## src/rtl/fdf_pkg.sv

```systemverilog
// shared types and codes for the dual decimating fir filter
package fdf_pkg;

  localparam int SAMPLE_W = 16;
  localparam int WORD_W   = 32;
  localparam int ACC_W    = 32;
  localparam int IDX_W    = 6;
  localparam int GROUP_SZ = 4;

  localparam logic REQ_SAMPLE  = 1'b0;
  localparam logic REQ_COEF    = 1'b1;
  localparam logic CH_LOWPASS  = 1'b0;
  localparam logic CH_HIGHPASS = 1'b1;

  typedef struct packed {
    logic                       req_type;
    logic [WORD_W-1:0]          lowpass_word;
    logic [WORD_W-1:0]          highpass_word;
    logic                       word_last;
    logic                       coef_channel;
    logic [IDX_W-1:0]           coef_index;
    logic signed [SAMPLE_W-1:0] coef_value;
  } fdf_in_t;

  typedef struct packed {
    logic signed [SAMPLE_W-1:0] lowpass_out;
    logic signed [SAMPLE_W-1:0] highpass_out;
    logic                       frame_last;
  } fdf_out_t;

  typedef enum logic {
    ST_RUN,
    ST_FLUSH
  } fdf_state_t;

  // controls from the sequencer to both filter lanes
  typedef struct packed {
    logic                       shift;
    logic                       zero_fill;
    logic [1:0]                 coef_we;
    logic [IDX_W-1:0]           coef_idx;
    logic signed [SAMPLE_W-1:0] coef_val;
    logic                       en1;
    logic                       en2;
    logic                       en3;
  } fdf_ctl_t;

endpackage

```

## src/rtl/fdf_ctrl.sv

```systemverilog
// sequencer: input handshake, flush generation and pipeline stage valids
module fdf_ctrl import fdf_pkg::*; #(
  parameter int TAPS = 16,
  parameter int SPW  = 2
) (
  input  logic     clk,
  input  logic     rst_n,
  input  logic     in_valid,
  input  fdf_in_t  in_data,
  output logic     in_ready,
  input  logic     out_ready,
  output logic     out_valid,
  output logic     out_last,
  output fdf_ctl_t ctl
);

  localparam int FLUSH_N = TAPS / SPW;
  localparam int CW      = (FLUSH_N > 1) ? $clog2(FLUSH_N) : 1;

  fdf_state_t    state_r, state_nxt;
  logic [CW-1:0] cnt_r, cnt_nxt;
  logic          v0_r, v1_r, v2_r, v3_r;
  logic          l0_r, l1_r, l2_r, l3_r;
  logic          out_en, en2, en1, s0_free;
  logic          accept, samp_acc, coef_acc;
  logic          ins_flush, flush_last;

  // a stage moves when it is empty or the next one moves
  assign out_en  = !v3_r || out_ready;
  assign en2     = !v2_r || out_en;
  assign en1     = !v1_r || en2;
  assign s0_free = !v0_r || en1;

  assign flush_last = (cnt_r == CW'(FLUSH_N - 1));
  assign accept     = in_valid && in_ready;
  assign samp_acc   = accept && (in_data.req_type == REQ_SAMPLE);
  assign coef_acc   = accept && (in_data.req_type == REQ_COEF);

  always_comb begin
    state_nxt = state_r;
    cnt_nxt   = cnt_r;
    unique case (state_r)
      ST_RUN: begin
        if (samp_acc && in_data.word_last) begin
          state_nxt = ST_FLUSH;
          cnt_nxt   = '0;
        end
      end
      ST_FLUSH: begin
        if (s0_free) begin
          if (flush_last) begin
            state_nxt = ST_RUN;
          end else begin
            cnt_nxt = cnt_r + 1'b1;
          end
        end
      end
      default: begin
        state_nxt = ST_RUN;
      end
    endcase
  end

  always_comb begin
    in_ready  = 1'b0;
    ins_flush = 1'b0;
    unique case (state_r)
      ST_RUN:   in_ready  = s0_free;
      ST_FLUSH: ins_flush = s0_free;
      default: begin
        in_ready  = 1'b0;
        ins_flush = 1'b0;
      end
    endcase
  end

  always_ff @(posedge clk) begin
    if (!rst_n) begin
      state_r <= ST_RUN;
      cnt_r   <= '0;
      v0_r    <= 1'b0;
      v1_r    <= 1'b0;
      v2_r    <= 1'b0;
      v3_r    <= 1'b0;
      l0_r    <= 1'b0;
      l1_r    <= 1'b0;
      l2_r    <= 1'b0;
      l3_r    <= 1'b0;
    end else begin
      state_r <= state_nxt;
      cnt_r   <= cnt_nxt;
      if (s0_free) begin
        v0_r <= samp_acc || ins_flush;
        l0_r <= ins_flush && flush_last;
      end
      if (en1) begin
        v1_r <= v0_r;
        l1_r <= l0_r;
      end
      if (en2) begin
        v2_r <= v1_r;
        l2_r <= l1_r;
      end
      if (out_en) begin
        v3_r <= v2_r;
        l3_r <= l2_r;
      end
    end
  end

  always_comb begin
    ctl.shift      = samp_acc || ins_flush;
    ctl.zero_fill  = ins_flush;
    ctl.coef_we[0] = coef_acc && (in_data.coef_channel == CH_LOWPASS);
    ctl.coef_we[1] = coef_acc && (in_data.coef_channel == CH_HIGHPASS);
    ctl.coef_idx   = in_data.coef_index;
    ctl.coef_val   = in_data.coef_value;
    ctl.en1        = en1;
    ctl.en2        = en2;
    ctl.en3        = out_en;
  end

  assign out_valid = v3_r;
  assign out_last  = l3_r;

endmodule

```

## config.mk

```make
export PLATFORM = sky130hd
export DESIGN_NAME = fdf_ctrl
export DESIGN_NICKNAME = d
export VERILOG_FILES = /design/src/rtl/fdf_pkg.sv /design/src/rtl/fdf_ctrl.sv
export SDC_FILE = /design/constraint.sdc
export NUM_CORES = 1
export LEC_CHECK = 0
export ABC_AREA = 1
export BUFFER_PORTS_ARGS = -buffer_cell sky130_fd_sc_hd__buf_2
export CORE_ASPECT_RATIO = 0.75
export CORE_MARGIN = 5
export CORE_UTILIZATION = 29
export CTS_BUF_LIST = sky130_fd_sc_hd__clkbuf_8
export CTS_CLUSTER_DIAMETER = 120
export CTS_CLUSTER_SIZE = 20
export DETAILED_ROUTE_END_ITERATION = 8
export MAX_ROUTING_LAYER = met4
export PLACE_DENSITY_LB_ADDON = 0.05
export SLEW_MARGIN = 25
export SYNTH_ARGS = -nofsm -noshare
export SYNTH_HDL_FRONTEND = slang
export SYNTH_SLANG_ARGS = --single-unit
```

## constraint.sdc

```tcl
create_clock -name clk -period 1.4 [get_ports clk]
set_input_delay 0.07 -clock clk [delete_from_list [all_inputs] [get_ports clk]]
set_output_delay 0.07 -clock clk [all_outputs]
set_load 0.005 [all_outputs]
```

==> summary.md <==
| Metric | Value |
|---|---|
| Status | finished, final reports clean |
| CTS tree | built |
| Sequential standard cell area | ~240 um2 |
| Crit end category | output pin |
| Vias per cell | approximately 4 |
| Multi-input logic area | between 200 and 300 um2 |
| Crit Path Class | flop to output pin |
| Worst-path clk slew | ~0.05 ns |
| Post-Route WL | ~1.5 mm |
| FP Rows | 16 |
| DRC | 0 |
| Total Power | about 0.76 mW |
| EDFF count, synth | 0 |
| Ys flop type | dfxtp_1 |
| Critical Path RT | around 1.3 ns |
| Count leader, synth | buf_4 |
| DRT iter0 DRCs | 11 |
| Peak supply drop | between 0.0004 and 0.0005 V |
| Synth top area share | between 30% and 40% |
| Area delta synth->final | 4.120% |
| GRT Util Overall | roughly 8.3% |
| Pwr Density | 926.4 nW/um2 |
| Critical-path maximum fanout | 5 |
| Sequential area share after synthesis | 30.43% |
| Max-Slew Margin vs Limit | just over 80% |
| Slew Viols, Final | 0 |
| Hold buffer count at CTS | 0 |
| DP Area | 719.4 um2 |
| Cell type with the largest total area after synthesis | dfxtp_1 |
| Pleak | roughly 0.42 nW |
| Nets | 201 |
| FILL cells | roughly 290 |
| DP HPWL | approximately 1.1 mm |
| Antenna cells | 0 |
| First-pass GRT wire length | 2.380 mm |
| Worst Max-Slew Pin Slew | between 0.2 and 0.3 ns |
| Maxcap violations | 0 |
| Synth cell types | 15 |
| Final Hold Viols | 0 |
| Area of the die | 3877 um2 |
| Avg Inst Size Synth | 7.591 um2 |
| Top post-synthesis cells by count | buf_4, inv_1, dfxtp_1 |
| Synthesis-stage register bit count | 12 |
| Vias in the first global route | slightly above 500 |
| Chip Height | around 55 um |
| Largest net degree at the start of global routing | 8 |
| Drt wl/cell | roughly 11 um |
| Num CTS Buffers | 3 |
| Fmax | 752.1 MHz |
| Largest cells by area after synthesis | dfxtp_1, buf_4, inv_1, a21oi_1, nand4_4 |
| Layout cells sized above 1 | between 30% and 40% |
| Top reg by flops | cnt_r |
| Warnings, synthesis | 0 |
| First drt pass iteration count | 3 |
| Syn Nets | around 200 |
| Worst min path class | primary input to flop |
| GPL Wtd Cong | roughly 0.66 |
| Post-Syn Area | between 700 and 800 um2 |
| Final worst-path cycle share | a little over nine tenths |
| Io pins | about 130 |
| Core Box Area | around 2600 um2 |
| RSZ-0062 raised after global routing | yes |
| Clk_skew | between 0.0004 and 0.0005 ns |
| Worst EP arrival | 1.26 ns |
| Root buf cell | clkbuf_8 |
| Routed Antenna Nets | 0 |
| Minimum clock period | roughly 1.3 ns |
| Final global-route overflow total | 0 |
| Die width | about 70 um |
| Synth Instances | ~100 |
| Vias | around 570 |
| Crit start category | flop |
| Endpoints failing setup | 0 |
| Initial core utilization | a little under a third |
| Async set-or-reset flop fraction in the synthesized netlist | 0% |
| Max reg flops | 3 |
| Sink Count | 12 |
| Final Instance Area | 822.0 um2 |
| Initial antenna violation count | 0 |
| Worst skew pair latency | about 0.23 ns |
| IO buf count | 16 |
| CTS Buffer Depth | 2 |
| CTS HTree Levels | 1 |
==> final cells by class <==
cell class / instances / area share, %
Tap cell: 36 / 5.479
Sequential cell: 12 / 29.68
Timing Repair Buffer: 23 / 16.13
Inverter: 17 / 7.763
Multi-Input combinational cell: 49 / 35.92
Clock buffer: 3 / 5.023
==> final timing paths <==
path | start | endpoint | slack [ns] | cells after the start
min reg2reg | l0_r | l1_r | 0.45 | 2
max | v2_r | ctl[28] | 0.07 | 6
min | rst_n | v0_r | 0.12 | 3
max reg2reg | v2_r | cnt_r[2] | 0.12 | 7
==> cells in the final DEF, fill, tap and decap left out, types with 2 or more instances in the layout <==
cell type,Yosys,routed
nor2_1,11,11
nand3_1,5,4
inv_1,17,17
dfxtp_2,0,3
buf_2,0,16
ha_1,2,2
a21oi_1,9,9
dfxtp_1,12,9
nand4_4,2,2
clkbuf_8,0,3
buf_4,26,7
nand2_1,11,11
o21ai_0,4,4
==> what timing repair did <==
action / 4_1_cts / 5_1_grt
cloned: 0 / 0
pin swaps: 2 / 3
endpoints found under the setup margin: 3 / 8
gates resized for setup: 1 / 3
setup buffers: 2 / 5
endpoints found under the hold margin: 0 / 0
==> logic make-up (layout without fill, tap and decap cells) <==
family	after synthesis	in the layout	share of synthesized area, %
AOI/OAI and AO/OA	14	14	9.033
adders and majority gates	2	2	3.169
buffers and inverters	43	43	32.81
DFF	12	12	30.43
and+or+nand+nor	33	33	24.56
==> power by group <==
| part | leakage [nW] | switching [mW] | total [mW] | internal (mW) |
|---|---|---|---|---|
| Clock | 0.0216 | 0.117 | 0.306 | 0.189 |
| Sequential | 0.0990 | 0.0106 | 0.367 | 0.356 |
| Combinational | 0.304 | 0.0519 | 0.0894 | 0.0375 |
==> worst max-delay path, stage by stage (launching register included) <==
cell,delay (ns)
dfxtp_2,0.37
nand4_4,0.17
nor2_8,0.15
nor2_4,0.07
nand2_1,0.09
o22ai_1,0.06
buf_2,0.13
==> layer usage <==
| layer | track usage, % | part of all wire (%) | vias to the layer above |
|---|---|---|---|
| met2 | 11.02 | 42 | 29 |
| met4 | 2.548 | 0.54 | 0 |
| met3 | 4.693 | 9.0 | 4 |
| met5 | - | 0 | - |
| met1 | 10.50 | 49 | 238 |
| li1 | - | - | 298 |
==> per-stage QoR <==
| stage | TNS [ns] | hold slack [ns] | utilization [%] | setup WS, ns | cells |
|---|---|---|---|---|---|
| after floorplan | 0 | 0.1676 | - | 0.2773 | 104 |
| after global routing | -0.04305 | 0.1271 | 31.59 | -0.02271 | 140 |
| final | 0 | 0.1219 | 31.59 | 0.07040 | 140 |
| after global placement | 0 | 0.1400 | 27.64 | 0.1456 | 130 |
| after CTS | 0 | 0.1233 | 29.86 | 0.01490 | 135 |
| after detailed placement | 0 | 0.1400 | 27.64 | 0.1368 | 130 |
(Power assumes the default switching activity.)
